==> src/rtl/dpfm_pkg.sv <==
// ----------------------------------------------------------------------------
// dpfm_pkg
// Shared types and codes of the demand paging frame manager.
// ----------------------------------------------------------------------------
package dpfm_pkg;

  localparam int NUM_FRAMES_DEF       = 64;
  localparam int NUM_PROCS_DEF        = 16;
  localparam int VIRT_LIMIT_BYTES_DEF = 65536;
  localparam int MAX_ACCESS_BYTES_DEF = 64;

  // request codes
  localparam logic [2:0] REQ_REGISTER  = 3'd0;
  localparam logic [2:0] REQ_ACCESS    = 3'd1;
  localparam logic [2:0] REQ_TRANSLATE = 3'd2;
  localparam logic [2:0] REQ_RELEASE   = 3'd3;
  localparam logic [2:0] REQ_CLEAR     = 3'd4;

  // result codes
  localparam logic [2:0] RES_OK        = 3'd0;
  localparam logic [2:0] RES_FAULT     = 3'd1;
  localparam logic [2:0] RES_VIOLATION = 3'd2;
  localparam logic [2:0] RES_LOADED    = 3'd3;
  localparam logic [2:0] RES_NOT_RES   = 3'd4;
  localparam logic [2:0] RES_IGNORED   = 3'd5;

  // configuration register indexes
  localparam logic CFG_FRAMES_IN_USE = 1'b0;
  localparam logic CFG_FRAME_SIZE    = 1'b1;

  localparam logic [3:0] SHIFT_MIN = 4'd4;
  localparam logic [3:0] SHIFT_MAX = 4'd12;
  localparam logic [2:0] MAX_LOADS = 3'd5;

  typedef struct packed {
    logic [2:0]  req_type;
    logic [3:0]  proc_id;
    logic [15:0] virt_address;
    logic [6:0]  access_bytes;
    logic [16:0] proc_mem_bytes;
  } req_t;

  typedef struct packed {
    logic [2:0]  result_code;
    logic        last_of_run;
    logic [11:0] virt_page;
    logic [5:0]  frame_index;
    logic [11:0] page_offset;
    logic        evicted;
    logic [3:0]  evicted_proc;
    logic [11:0] evicted_page;
    logic [31:0] pages_in_total;
    logic [31:0] pages_out_total;
  } resp_t;

  typedef struct packed {
    logic [3:0]  owner;
    logic [11:0] page;
    logic [31:0] stamp;
  } frame_entry_t;

  typedef enum logic [2:0] {
    ST_IDLE,
    ST_SCAN,
    ST_DRAIN,
    ST_RESOLVE,
    ST_FINAL
  } state_t;

endpackage

==> src/rtl/dpfm_frame_mem.sv <==
// ----------------------------------------------------------------------------
// dpfm_frame_mem
// Frame table memory: owner, page and load stamp per frame, one write and
// one registered read per cycle.
// ----------------------------------------------------------------------------
module dpfm_frame_mem #(
  parameter int DEPTH = 64,
  parameter int AW    = 6
) (
  input  logic                  clk,
  input  logic                  we,
  input  logic [AW-1:0]         waddr,
  input  dpfm_pkg::frame_entry_t wdata,
  input  logic [AW-1:0]         raddr,
  output dpfm_pkg::frame_entry_t rdata
);
  import dpfm_pkg::*;

  frame_entry_t mem [DEPTH];

  always_ff @(posedge clk) begin
    if (we) begin
      mem[waddr] <= wdata;
    end
    rdata <= mem[raddr];
  end

endmodule

==> src/rtl/demand_paging_frame_manager.sv <==
// One request is taken at a time (in_stall is high outside idle); access, translate
//   and release requests scan the frame table one entry per cycle, an access once per page.
// Reset (rst, synchronous): frame table empty, no process registered, load
//   clock and page totals zero, frames_in_use 0, frame_size_log2 4.
// ----------------------------------------------------------------------------
// demand_paging_frame_manager
// Frame table manager with demand paging and FIFO replacement.
// ----------------------------------------------------------------------------
module demand_paging_frame_manager #(
  parameter int NUM_FRAMES       = dpfm_pkg::NUM_FRAMES_DEF,
  parameter int NUM_PROCS        = dpfm_pkg::NUM_PROCS_DEF,
  parameter int VIRT_LIMIT_BYTES = dpfm_pkg::VIRT_LIMIT_BYTES_DEF,
  parameter int MAX_ACCESS_BYTES = dpfm_pkg::MAX_ACCESS_BYTES_DEF
) (
  input  logic            clk,
  input  logic            rst,
  input  logic            in_valid,
  output logic            in_stall,
  input  dpfm_pkg::req_t  in_data,
  output logic            out_valid,
  input  logic            out_stall,
  output dpfm_pkg::resp_t out_data,
  input  logic            cfg_we,
  input  logic            cfg_index,
  input  logic [6:0]      cfg_data
);
  import dpfm_pkg::*;

  localparam int FIW = (NUM_FRAMES > 1) ? $clog2(NUM_FRAMES) : 1;
  localparam int CW  = $clog2(NUM_FRAMES + 1);
  localparam int PIW = (NUM_PROCS > 1) ? $clog2(NUM_PROCS) : 1;

  // configuration
  logic [6:0] cfg_frames;
  logic [3:0] cfg_shift;

  // control state
  state_t                state, state_next;
  logic [NUM_FRAMES-1:0] used;        // frame valid bits; invalid entry reads as zero
  logic [NUM_PROCS-1:0]  registered;
  logic [31:0]           load_clock, pin, pout;

  // request context
  req_t        req_q;
  logic [11:0] vp_q, last_q;
  logic [2:0]  kcnt;
  logic        faulted;

  // scan pipeline: issue address, compare returned entry in the following cycle
  logic [FIW-1:0] scan_idx, cmp_idx;
  logic           cmp_vld;
  logic           hit_f, free_f;
  logic [FIW-1:0] hit_idx, free_idx, min_idx;
  logic [31:0]    min_stamp;
  logic [3:0]     min_owner;
  logic [11:0]    min_page;

  // final beat contents
  logic [2:0]  fin_code;
  logic [11:0] fin_vp, fin_off;
  logic [5:0]  fin_frame;

  frame_entry_t mem_rdata, mem_wdata, ent;
  logic         mem_we;
  logic [FIW-1:0] slot;

  logic [CW-1:0] n_act;
  logic [3:0]    sh;
  logic          accept, out_free;
  logic          load_now, adv, fin_emit, scan_last;
  logic          ent_used, ent_match, ent_own;
  logic          proc_ok, acc_viol, reg_ok;
  logic [PIW-1:0] pidx, qidx;
  logic [16:0]   end_sum, end_addr;
  logic [11:0]   first_vp, last_vp;
  logic [15:0]   off_mask;
  resp_t         load_resp, fin_resp;
  logic [31:0]   pin_next, pout_next, stamp_next;

  dpfm_frame_mem #(.DEPTH(NUM_FRAMES), .AW(FIW)) u_mem (
    .clk   (clk),
    .we    (mem_we),
    .waddr (slot),
    .wdata (mem_wdata),
    .raddr (scan_idx),
    .rdata (mem_rdata)
  );

  // ---------------- decode of the offered request and table lookups --------
  always_comb begin
    n_act = (32'(cfg_frames) > NUM_FRAMES) ? CW'(NUM_FRAMES) : CW'(cfg_frames);
    if (cfg_shift < SHIFT_MIN) sh = SHIFT_MIN;
    else if (cfg_shift > SHIFT_MAX) sh = SHIFT_MAX;
    else sh = cfg_shift;

    pidx     = PIW'(in_data.proc_id);
    qidx     = PIW'(req_q.proc_id);
    proc_ok  = 32'(in_data.proc_id) < NUM_PROCS;
    reg_ok   = proc_ok && ((in_data.proc_mem_bytes >> sh) != 17'd0);
    end_sum  = 17'(in_data.virt_address) + 17'(in_data.access_bytes);
    end_addr = end_sum - 17'd1;
    acc_viol = !proc_ok || !registered[pidx] || (in_data.access_bytes == 7'd0) ||
               (32'(in_data.access_bytes) > MAX_ACCESS_BYTES) ||
               (32'(end_sum) > VIRT_LIMIT_BYTES);
    first_vp = 12'(in_data.virt_address >> sh);
    last_vp  = 12'(end_addr[15:0] >> sh);
    off_mask = (16'd1 << sh) - 16'd1;

    // entry coming back from the memory
    ent_used  = used[cmp_idx];
    ent       = ent_used ? mem_rdata : '0;
    ent_own   = ent_used && (ent.owner == req_q.proc_id);
    ent_match = ent_own && (ent.page == vp_q);

    slot       = free_f ? free_idx : min_idx;
    stamp_next = load_clock + 32'd1;
    pin_next   = pin + 32'd1;
    pout_next  = pout + (free_f ? 32'd0 : 32'd1);
    mem_wdata  = '{owner: req_q.proc_id, page: vp_q, stamp: stamp_next};
  end

  // ---------------- FSM outputs ------------------------------------------------
  always_comb begin
    in_stall  = (state != ST_IDLE);
    accept    = in_valid && !in_stall;
    out_free  = !out_valid || !out_stall;
    scan_last = (CW'(scan_idx) + CW'(1)) == n_act;
    load_now  = (state == ST_RESOLVE) && (req_q.req_type == REQ_ACCESS) && !hit_f &&
                (n_act != '0) && (kcnt < MAX_LOADS) && out_free;
    mem_we    = load_now;
    adv       = (state == ST_RESOLVE) && (req_q.req_type == REQ_ACCESS) &&
                (hit_f || load_now);
    fin_emit  = (state == ST_FINAL) && out_free;

    load_resp = '0;
    load_resp.result_code     = RES_LOADED;
    load_resp.virt_page       = vp_q;
    load_resp.frame_index     = 6'(slot);
    load_resp.evicted         = !free_f;
    load_resp.evicted_proc    = free_f ? 4'd0 : min_owner;
    load_resp.evicted_page    = free_f ? 12'd0 : min_page;
    load_resp.pages_in_total  = pin_next;
    load_resp.pages_out_total = pout_next;

    fin_resp = '0;
    fin_resp.result_code     = fin_code;
    fin_resp.last_of_run     = 1'b1;
    fin_resp.virt_page       = fin_vp;
    fin_resp.frame_index     = fin_frame;
    fin_resp.page_offset     = fin_off;
    fin_resp.pages_in_total  = pin;
    fin_resp.pages_out_total = pout;
  end

  // ---------------- FSM next state ---------------------------------------------
  always_comb begin
    state_next = state;
    unique case (state)
      ST_IDLE: begin
        if (accept) begin
          if ((in_data.req_type == REQ_TRANSLATE) || (in_data.req_type == REQ_RELEASE) ||
              ((in_data.req_type == REQ_ACCESS) && !acc_viol)) begin
            state_next = (n_act == '0) ? ST_RESOLVE : ST_SCAN;
          end else begin
            state_next = ST_FINAL;
          end
        end
      end
      ST_SCAN:  if (scan_last) state_next = ST_DRAIN;
      ST_DRAIN: state_next = ST_RESOLVE;
      ST_RESOLVE: begin
        if (req_q.req_type != REQ_ACCESS) begin
          state_next = ST_FINAL;
        end else if (adv) begin
          state_next = (vp_q == last_q) ? ST_FINAL : ST_SCAN;
        end else if ((n_act == '0) || (kcnt >= MAX_LOADS)) begin
          state_next = ST_FINAL;
        end
      end
      ST_FINAL: if (out_free) state_next = ST_IDLE;
      default:  state_next = ST_IDLE;
    endcase
  end

  // ---------------- registers --------------------------------------------------
  always_ff @(posedge clk) begin
    if (rst) begin
      state      <= ST_IDLE;
      out_valid  <= 1'b0;
      used       <= '0;
      registered <= '0;
      load_clock <= '0;
      pin        <= '0;
      pout       <= '0;
      cfg_frames <= '0;
      cfg_shift  <= SHIFT_MIN;
      cmp_vld    <= 1'b0;
    end else begin
      state   <= state_next;
      cmp_vld <= (state == ST_SCAN);
      cmp_idx <= scan_idx;

      // a new beat (load or final) replaces the one leaving this cycle
      if (load_now || fin_emit) out_valid <= 1'b1;
      else if (out_valid && !out_stall) out_valid <= 1'b0;

      // config write clears the tables as well
      if (cfg_we) begin
        if (cfg_index == CFG_FRAMES_IN_USE) cfg_frames <= cfg_data;
        else cfg_shift <= cfg_data[3:0];
        used       <= '0;
        registered <= '0;
        load_clock <= '0;
      end

      if (state == ST_SCAN) scan_idx <= scan_idx + FIW'(1);

      if (accept) begin
        req_q     <= in_data;
        vp_q      <= first_vp;
        last_q    <= last_vp;
        kcnt      <= '0;
        faulted   <= 1'b0;
        scan_idx  <= '0;
        hit_f     <= 1'b0;
        free_f    <= 1'b0;
        fin_vp    <= '0;
        fin_frame <= '0;
        fin_off   <= '0;
        unique case (in_data.req_type)
          REQ_REGISTER: begin
            if (reg_ok) begin
              registered[pidx] <= 1'b1;
              fin_code         <= RES_OK;
            end else begin
              fin_code <= RES_IGNORED;
            end
          end
          REQ_ACCESS: fin_code <= acc_viol ? RES_VIOLATION : RES_OK;
          REQ_TRANSLATE, REQ_RELEASE: fin_code <= RES_OK;
          REQ_CLEAR: begin
            used       <= '0;
            registered <= '0;
            load_clock <= '0;
            fin_code   <= RES_OK;
          end
          default: fin_code <= RES_IGNORED;
        endcase
      end

      // compare stage of the scan
      if (cmp_vld) begin
        if (ent_match && !hit_f) begin
          hit_f   <= 1'b1;
          hit_idx <= cmp_idx;
        end
        if (!ent_used && !free_f) begin
          free_f   <= 1'b1;
          free_idx <= cmp_idx;
        end
        if ((cmp_idx == '0) || (ent.stamp < min_stamp)) begin
          min_stamp <= ent.stamp;
          min_idx   <= cmp_idx;
          min_owner <= ent.owner;
          min_page  <= ent.page;
        end
        if ((req_q.req_type == REQ_RELEASE) && ent_own) used[cmp_idx] <= 1'b0;
      end

      if (state == ST_RESOLVE) begin
        if (req_q.req_type == REQ_TRANSLATE) begin
          fin_code  <= hit_f ? RES_OK : RES_NOT_RES;
          fin_vp    <= vp_q;
          fin_frame <= hit_f ? 6'(hit_idx) : 6'd0;
          fin_off   <= hit_f ? 12'(req_q.virt_address & off_mask) : 12'd0;
        end else if (req_q.req_type == REQ_RELEASE) begin
          if (32'(req_q.proc_id) < NUM_PROCS) registered[qidx] <= 1'b0;
        end else if (!adv && ((n_act == '0) || (kcnt >= MAX_LOADS)) && !hit_f) begin
          fin_code <= RES_VIOLATION;
        end
      end

      // page load: write the frame and send the page-loaded beat
      if (load_now) begin
        used[slot] <= 1'b1;
        load_clock <= stamp_next;
        pin        <= pin_next;
        pout       <= pout_next;
        kcnt       <= kcnt + 3'd1;
        faulted    <= 1'b1;
        out_data   <= load_resp;
      end

      if (adv) begin
        if (vp_q == last_q) begin
          fin_code <= (faulted || load_now) ? RES_FAULT : RES_OK;
        end else begin
          vp_q     <= vp_q + 12'd1;
          scan_idx <= '0;
          hit_f    <= 1'b0;
          free_f   <= 1'b0;
        end
      end

      if (fin_emit) begin
        out_data <= fin_resp;
      end
    end
  end

  // ---------------- assertions -------------------------------------------------
  a_scan_in_range: assert property (@(posedge clk) disable iff (rst)
    (state == ST_SCAN) |-> (CW'(scan_idx) < n_act))
    else $error("scan index beyond active frames");

  a_pin_step: assert property (@(posedge clk) disable iff (rst)
    ##1 ((pin == $past(pin)) || (pin == $past(pin) + 32'd1)))
    else $error("page-in count jumped");

  a_evict_on_load: assert property (@(posedge clk) disable iff (rst)
    (out_valid && out_data.evicted) |-> (out_data.result_code == RES_LOADED))
    else $error("eviction flagged on a non-load beat");

  a_load_needs_frames: assert property (@(posedge clk) disable iff (rst)
    load_now |-> (n_act != '0) && (state == ST_RESOLVE))
    else $error("page load with no active frames");

endmodule
==> config.mk <==
export PLATFORM = sky130hd
export DESIGN_NAME = demand_paging_frame_manager
export DESIGN_NICKNAME = d
export VERILOG_FILES = /design/src/rtl/dpfm_pkg.sv /design/src/rtl/dpfm_frame_mem.sv /design/src/rtl/demand_paging_frame_manager.sv
export SDC_FILE = /design/constraint.sdc
export NUM_CORES = 2
export LEC_CHECK = 0
export CORE_UTILIZATION = 63
export DETAILED_ROUTE_END_ITERATION = 16
export DONT_BUFFER_PORTS = 1
export PLACE_DENSITY = 0.79
export SLEW_MARGIN = 20
export SYNTH_ARGS = -nofsm -noshare
export SYNTH_HDL_FRONTEND = slang
export SYNTH_SLANG_ARGS = --single-unit
==> constraint.sdc <==
create_clock -name clk -period 10.3 [get_ports clk]
set_input_delay 1.545 -clock clk [delete_from_list [all_inputs] [get_ports clk]]
set_output_delay 1.545 -clock clk [all_outputs]
set_load 0.005 [all_outputs]
======== After elaboration in Yosys (flattened, before gate mapping) ========
Memory sizes are Yosys's and may differ from the RTL's. A register that Yosys moved wholly into a read port is not among the register bits.
Index checks and enable logic that the tools add are counted.
storage, ports and cells
  memory bits (writable) .................. 3072
  input port bits ......................... 60
  output and inout port bits .............. 117
  flip-flop bits (word level) ............. 467
  memories ................................ 1
  word-level logic and storage cells ...... 263
cells by class
  reductions and logical operators ........ 62
  equality and inequality tests ........... 20
  shift-type cells ........................ 4
  $lt $le $gt $ge ......................... 16
  multiplexer cells ....................... 100
  bitwise gates (word level) .............. 9
  $add $sub $neg .......................... 10
memory list
  name       words  bits a word  read ports  clocked after memory_dff  write ports  line                  source
  u_mem.mem  64     48           1           1                         1            dpfm_frame_mem.sv:19  frame_entry_t mem [DEPTH];
operators by type and width
  kind                                            number
  2-to-1 mux 64 bit                               8
  2-to-1 mux 115 bit                              2
  2-to-1 mux 12 bit                               11
  2-to-1 mux 16 bit                               8
  2-to-1 mux 32 bit                               4
  adder 32 x 1 -> 32 bit (second input constant)  2
  AND 64 bit                                      1
  NOT 64 bit                                      1
  OR 64 bit                                       1
  2-to-1 mux 3 bit                                19
  2-to-1 mux 6 bit                                9
  2-to-1 mux 48 bit                               1
  adder 32 x 1 -> 32 bit                          1
  < comparator 32 bit                             1
  one-hot mux 16 bit (2 select lines)             1
  >> shifter 16 x 4 -> 12 bit                     2
  == test 12 bit                                  2
  2-to-1 mux 1 bit                                23
  logical AND 1 bit                               21
  == test 3 x 2 -> 1 bit (second input constant)  6
  adder 16 x 7 -> 17 bit                          1
  > comparator 17 bit (second input constant)     1
  nonzero test 17 bit                             1
  >> shifter 17 x 4 -> 17 bit                     1
  49 further kinds                                93

======== Depth between registers and ports, before layout ========
  depth in word-level cells ............... 17
  depth in mapped cells ................... 21
  mapped depth without buffers ............ 17

======== Cells and area by module ========
From an unflattened synthesis, not the netlist that was laid out.
unflattened totals
  cell total of the unflattened synthesis .. 7431
  area, all modules ....................... 141075.3 um^2
by module, submodules not included
  module                       area an instance (um^2)  cells an instance  sequential area each (um^2)  times used
  dpfm_frame_mem               117116.1                 4969               93209.4                      1
  demand_paging_frame_manager  23959.2                  2462               12101.6                      1

======== Least setup slack after synthesis ========
Ideal clock, no wire load.
  path type ............................... input port to flip-flop
  start ................................... input out_stall
  end ..................................... register out_data[0] (netlist bit) (enable)
  required time ........................... 9.673 ns
  stages on the path ...................... 7
  slack ................................... 1.556 ns
  library setup time ...................... 0.627 ns
  path buffers ............................ 3
  arrival time ............................ 8.117 ns
  path through ............................ nand2_1 > nand2_1 > or3_1 > clkbuf_1 > clkbuf_1 > clkbuf_1 > a21oi_1
on the way
  cells in the longest elaborated chain, start to end .. 5
  elaborated cells between the ends (all ways) .. 6
  those cells by class .................... reduce/logical: 6
RTL lines
  element                               line                                                                    source
  start, declared                       demand_paging_frame_manager.sv:21                                       input logic out_stall,
  zero test 1 bit (*)                   demand_paging_frame_manager.sv:126                                      out_free = !out_valid || !out_stall;
  logical OR 1 bit (*)                  demand_paging_frame_manager.sv:126
  logical AND 1 bit (on tied branches)  demand_paging_frame_manager.sv:129, demand_paging_frame_manager.sv:133
  nonzero test 2 bit (no line) (*)      --
  AND reduction 2 bit (no line) (*)     --
  end signal, assigned                  demand_paging_frame_manager.sv:291                                      out_data <= load_resp;
  end signal, assigned                  demand_paging_frame_manager.sv:306                                      out_data <= fin_resp;
  end, declared                         demand_paging_frame_manager.sv:22                                       output dpfm_pkg::resp_t out_data,
Mark *: on every way between the ends. The rest lies on a longest branch, timed or not.
A chain may end at the register's enable or synchronous reset.

==> flow_metrics.py <==
metrics = {
    "clock_network": {
        "cts_setup_buffers": 0,
        "clock_sinks": 3587,
        "path_clk_slew_ns": 0.06,
        "clk_latency_ns": 1.01,
        "cts-buffers-inserted": 362,
        "htreeDepth": 5,
        "cts_max_path_buffers": 4,
        "ctsResizeCount": 0,
        "root_buffer": "clkbuf_16",
        "hold_buffers": 0,
        "cts_tree": "done",
    },
    "critical_path": {
        "critPathCaptureType": "register",
        "cp.required_ns": 10.91,
        "startpoint_type": "register",
        "crit_type": "register to register",
        "path_delay_family": "compound AO/OA/AOI/OAI gates",
        "worst-path-buf-inv": 2,
        "reg2reg_from": "cmp_idx[2]",
        "worstPathMaxFanout": 41,
        "critPathMaxStageDelay_ns": 0.63,
        "arrival_ns": 6.65,
        "crit_start": "cmp_idx[2]",
        "critical_path.slowest_cell": "edfxtp_1",
        "worstPathCellList": "and2_1 -> a221o_1 -> a21oi_1 -> o22ai_1 -> nor4_2 -> buf_4 -> nor2b_1 -> ha_1 -> a21o_1 -> a21oi_1 -> nor2b_1 -> o21ai_0 -> nand2b_1 -> a21oi_1 -> o21ai_0 -> a221oi_1 -> o21ai_0 -> o22ai_4 -> buf_4",
    },
    "logic_synthesis": {
        "avgSynthCellArea_um2": 18.5,
        "ys.flop_type": "edfxtp_1",
        "yosysWarnings": 0,
        "ys_ff_latch": 3587,
        "synth_top_area_cell": "edfxtp_1",
        "ys_top_cells_by_area": "edfxtp_1, mux4_2, dfxtp_1",
        "synthCells": 7660,
        "synth_area_um2": 142000,
        "ys_seq_area_frac": 0.743,
        "synth_top_area_share": 0.709,
        "synth_edf_count": 3347,
        "ys_async_sr_fraction": 0,
        "ys_types": 84,
    },
    "sta": {
        "tightest_slew_ns": 1.25,
        "finalCritPeriodShare": 0.587,
        "relSlewSlack": 0.166,
        "setup_viol": 0,
        "final-hold-violation-count": 0,
        "finalCriticalPeriod_ns": 6.05,
        "finalMaxSlewViolations": 0,
        "rsz0062_at_grt": "false",
        "setup_tns_ns": 0,
        "fmax_ghz": 0.165,
        "skew_ns": 0.0876,
        "setup_ws_ns": 4.25,
        "holdWs_ns": 0.475,
    },
    "die": {
        "fp.dieW_um": 476,
        "pin_count": 177,
        "dieArea_um2": 227000,
        "core_area_um2": 223000,
        "initial_utilization": 0.635,
        "rows": 173,
        "dieHeight_um": 476,
    },
    "grt": {
        "antenna_found_initial": 22,
        "grt_pass1_vias": 78900,
        "grt_max_degree": 182,
        "grt_usage": 0.350,
        "grt_pass1_wl_mm": 562,
        "grt_overflow": 0,
    },
    "cells_and_area": {
        "nets": 7871,
        "final_cell_mix": "edfxtp_1, mux4_2, mux2i_1",
        "drive_above_1_share": 0.189,
        "final_common_cell": "edfxtp_1",
        "area_delta_synth_final_pct": 11.1,
        "filler_cell_count": 12700,
        "layout.cells.non_filler": 11000,
    },
    "worst_hold_path": {
        "min_from": "registered[3]",
        "hold_path.class": "register to register",
    },
    "placed_design": {
        "io_buffers": 0,
        "gp_congestion": 0.902,
        "place_ws_ns": 4.24,
        "placed_cells": 10400,
        "hpwl_mm": 198,
    },
    "job": {
        "drv_cap": 0,
    },
    "drt": {
        "viasPerCell": 7.25,
        "initialDrtViolationCount": 13300,
        "wl_per_cell_um": 36.2,
        "dr_total_vias": 80000,
        "firstDrtPassIters": 8,
        "drt.antenna.violating_nets": 0,
        "finalWirelength_mm": 399,
        "remaining_drc_errors": 0,
    },
    "power": {
        "peakVddDrop_mv": 0.169,
        "powerDensity_nw_per_um2": 198,
        "p_leak_nw": 45.5,
    },
    "outcome": {
        "status": "finished, final reports clean",
    },
}
[worst min-delay path, stage by stage, from the launching register on]
cell	delay [ns]
dfxtp_1	0.32
nand2_1	0.05
a21oi_1	0.06
[registers in the layout (all words and copies together) (netlist names), 7 cells and up]
signal,cells
u_mem.mem,3072
out_data,115
used,64
u_mem.rdata,48
load_clock,32
min_stamp,32
pin,32
pout,32
registered,16
req_q,15
fin_off,12
fin_vp,12
last_q,12
min_page,12
vp_q,12
cfg_frames,7
[metrics by stage]
step,cell area [um^2],total power [mW],util
finish,157000,31.1,0.706
global route,157000,31.8,0.706
CTS,157000,31.1,0.706
detailed placement,146000,18.2,0.654
global placement,146000,18.2,0.654
floorplan,142000,17.7,-
[synth_stat cells, drive strengths merged, types with 8 or more instances]
| master | n |
|---|---|
| a32o | 8 |
| a221o | 13 |
| a21oi | 318 |
| nor2b | 55 |
| nand4 | 36 |
| nor3 | 44 |
| nor4 | 17 |
| nand3b | 12 |
| mux2i | 441 |
| xor2 | 93 |
| o211a | 9 |
| inv | 133 |
| a211oi | 13 |
| buf | 134 |
| nor2 | 241 |
| a22o | 23 |
| a31oi | 11 |
| o211ai | 69 |
| o2bb2ai | 11 |
| ha | 48 |
| or3 | 36 |
| xnor2 | 105 |
| o221ai | 206 |
| nand3 | 101 |
| edfxtp | 3347 |
| o22ai | 158 |
| nand2b | 24 |
| or2 | 16 |
| nand2 | 381 |
| and2 | 17 |
| and3 | 56 |
| a21o | 17 |
| o21ai | 150 |
| mux4 | 674 |
| clkbuf | 310 |
| dfxtp | 240 |
[layout make-up]
| type | instances | area (um^2) | area share |
|---|---|---|---|
| Clock inverter | 197 | 1940 | 0.0123 |
| Multi-Input combinational cell | 3495 | 34500 | 0.219 |
| Inverter | 135 | 641 | 0.00407 |
| Timing Repair Buffer | 181 | 1540 | 0.00976 |
| Tap cell | 2975 | 3720 | 0.0236 |
| Clock buffer | 454 | 9720 | 0.0618 |
| Sequential cell | 3587 | 105000 | 0.669 |
| Antenna cell | 7 | 17.5 | 0.000111 |
[metal layers]
layer | global-route usage | part of all wire
met1 | 0.452 | 0.33
met2 | 0.535 | 0.46
met3 | 0.110 | 0.14
met4 | 0.187 | 0.061
met5 | 0.00693 | 0.00081
[final timing paths]
check | cells past startpoint | to | slack (ns)
worst max-delay path | 19 | min_page[7] | 4.25
worst max register to register | 19 | min_page[7] | 4.25
worst min register to register | 2 | registered[3] | 0.47
worst min-delay path | 2 | registered[3] | 0.47
[kinds of logic after synthesis]
kind of cell | count (synthesis) | synth area share
muxes | 1121 | 0.139
and+or+nand+nor | 1060 | 0.0351
other | 1 | 0.0000265
DFF | 3587 | 0.743
xor gates and xnor gates | 198 | 0.0122
adders and majority gates | 49 | 0.00438
AOI/OAI and AO/OA | 1065 | 0.0503
buffers and inverters | 579 | 0.0158
[power by group]
group          internal, mW  switching, mW  leakage (nW)
combinational         0.708           1.24          12.2
sequential             15.9         0.0951          27.6
clock                  7.61           5.52          5.70
total                  24.3           6.85          45.5
(Power assumes the default switching activity.)
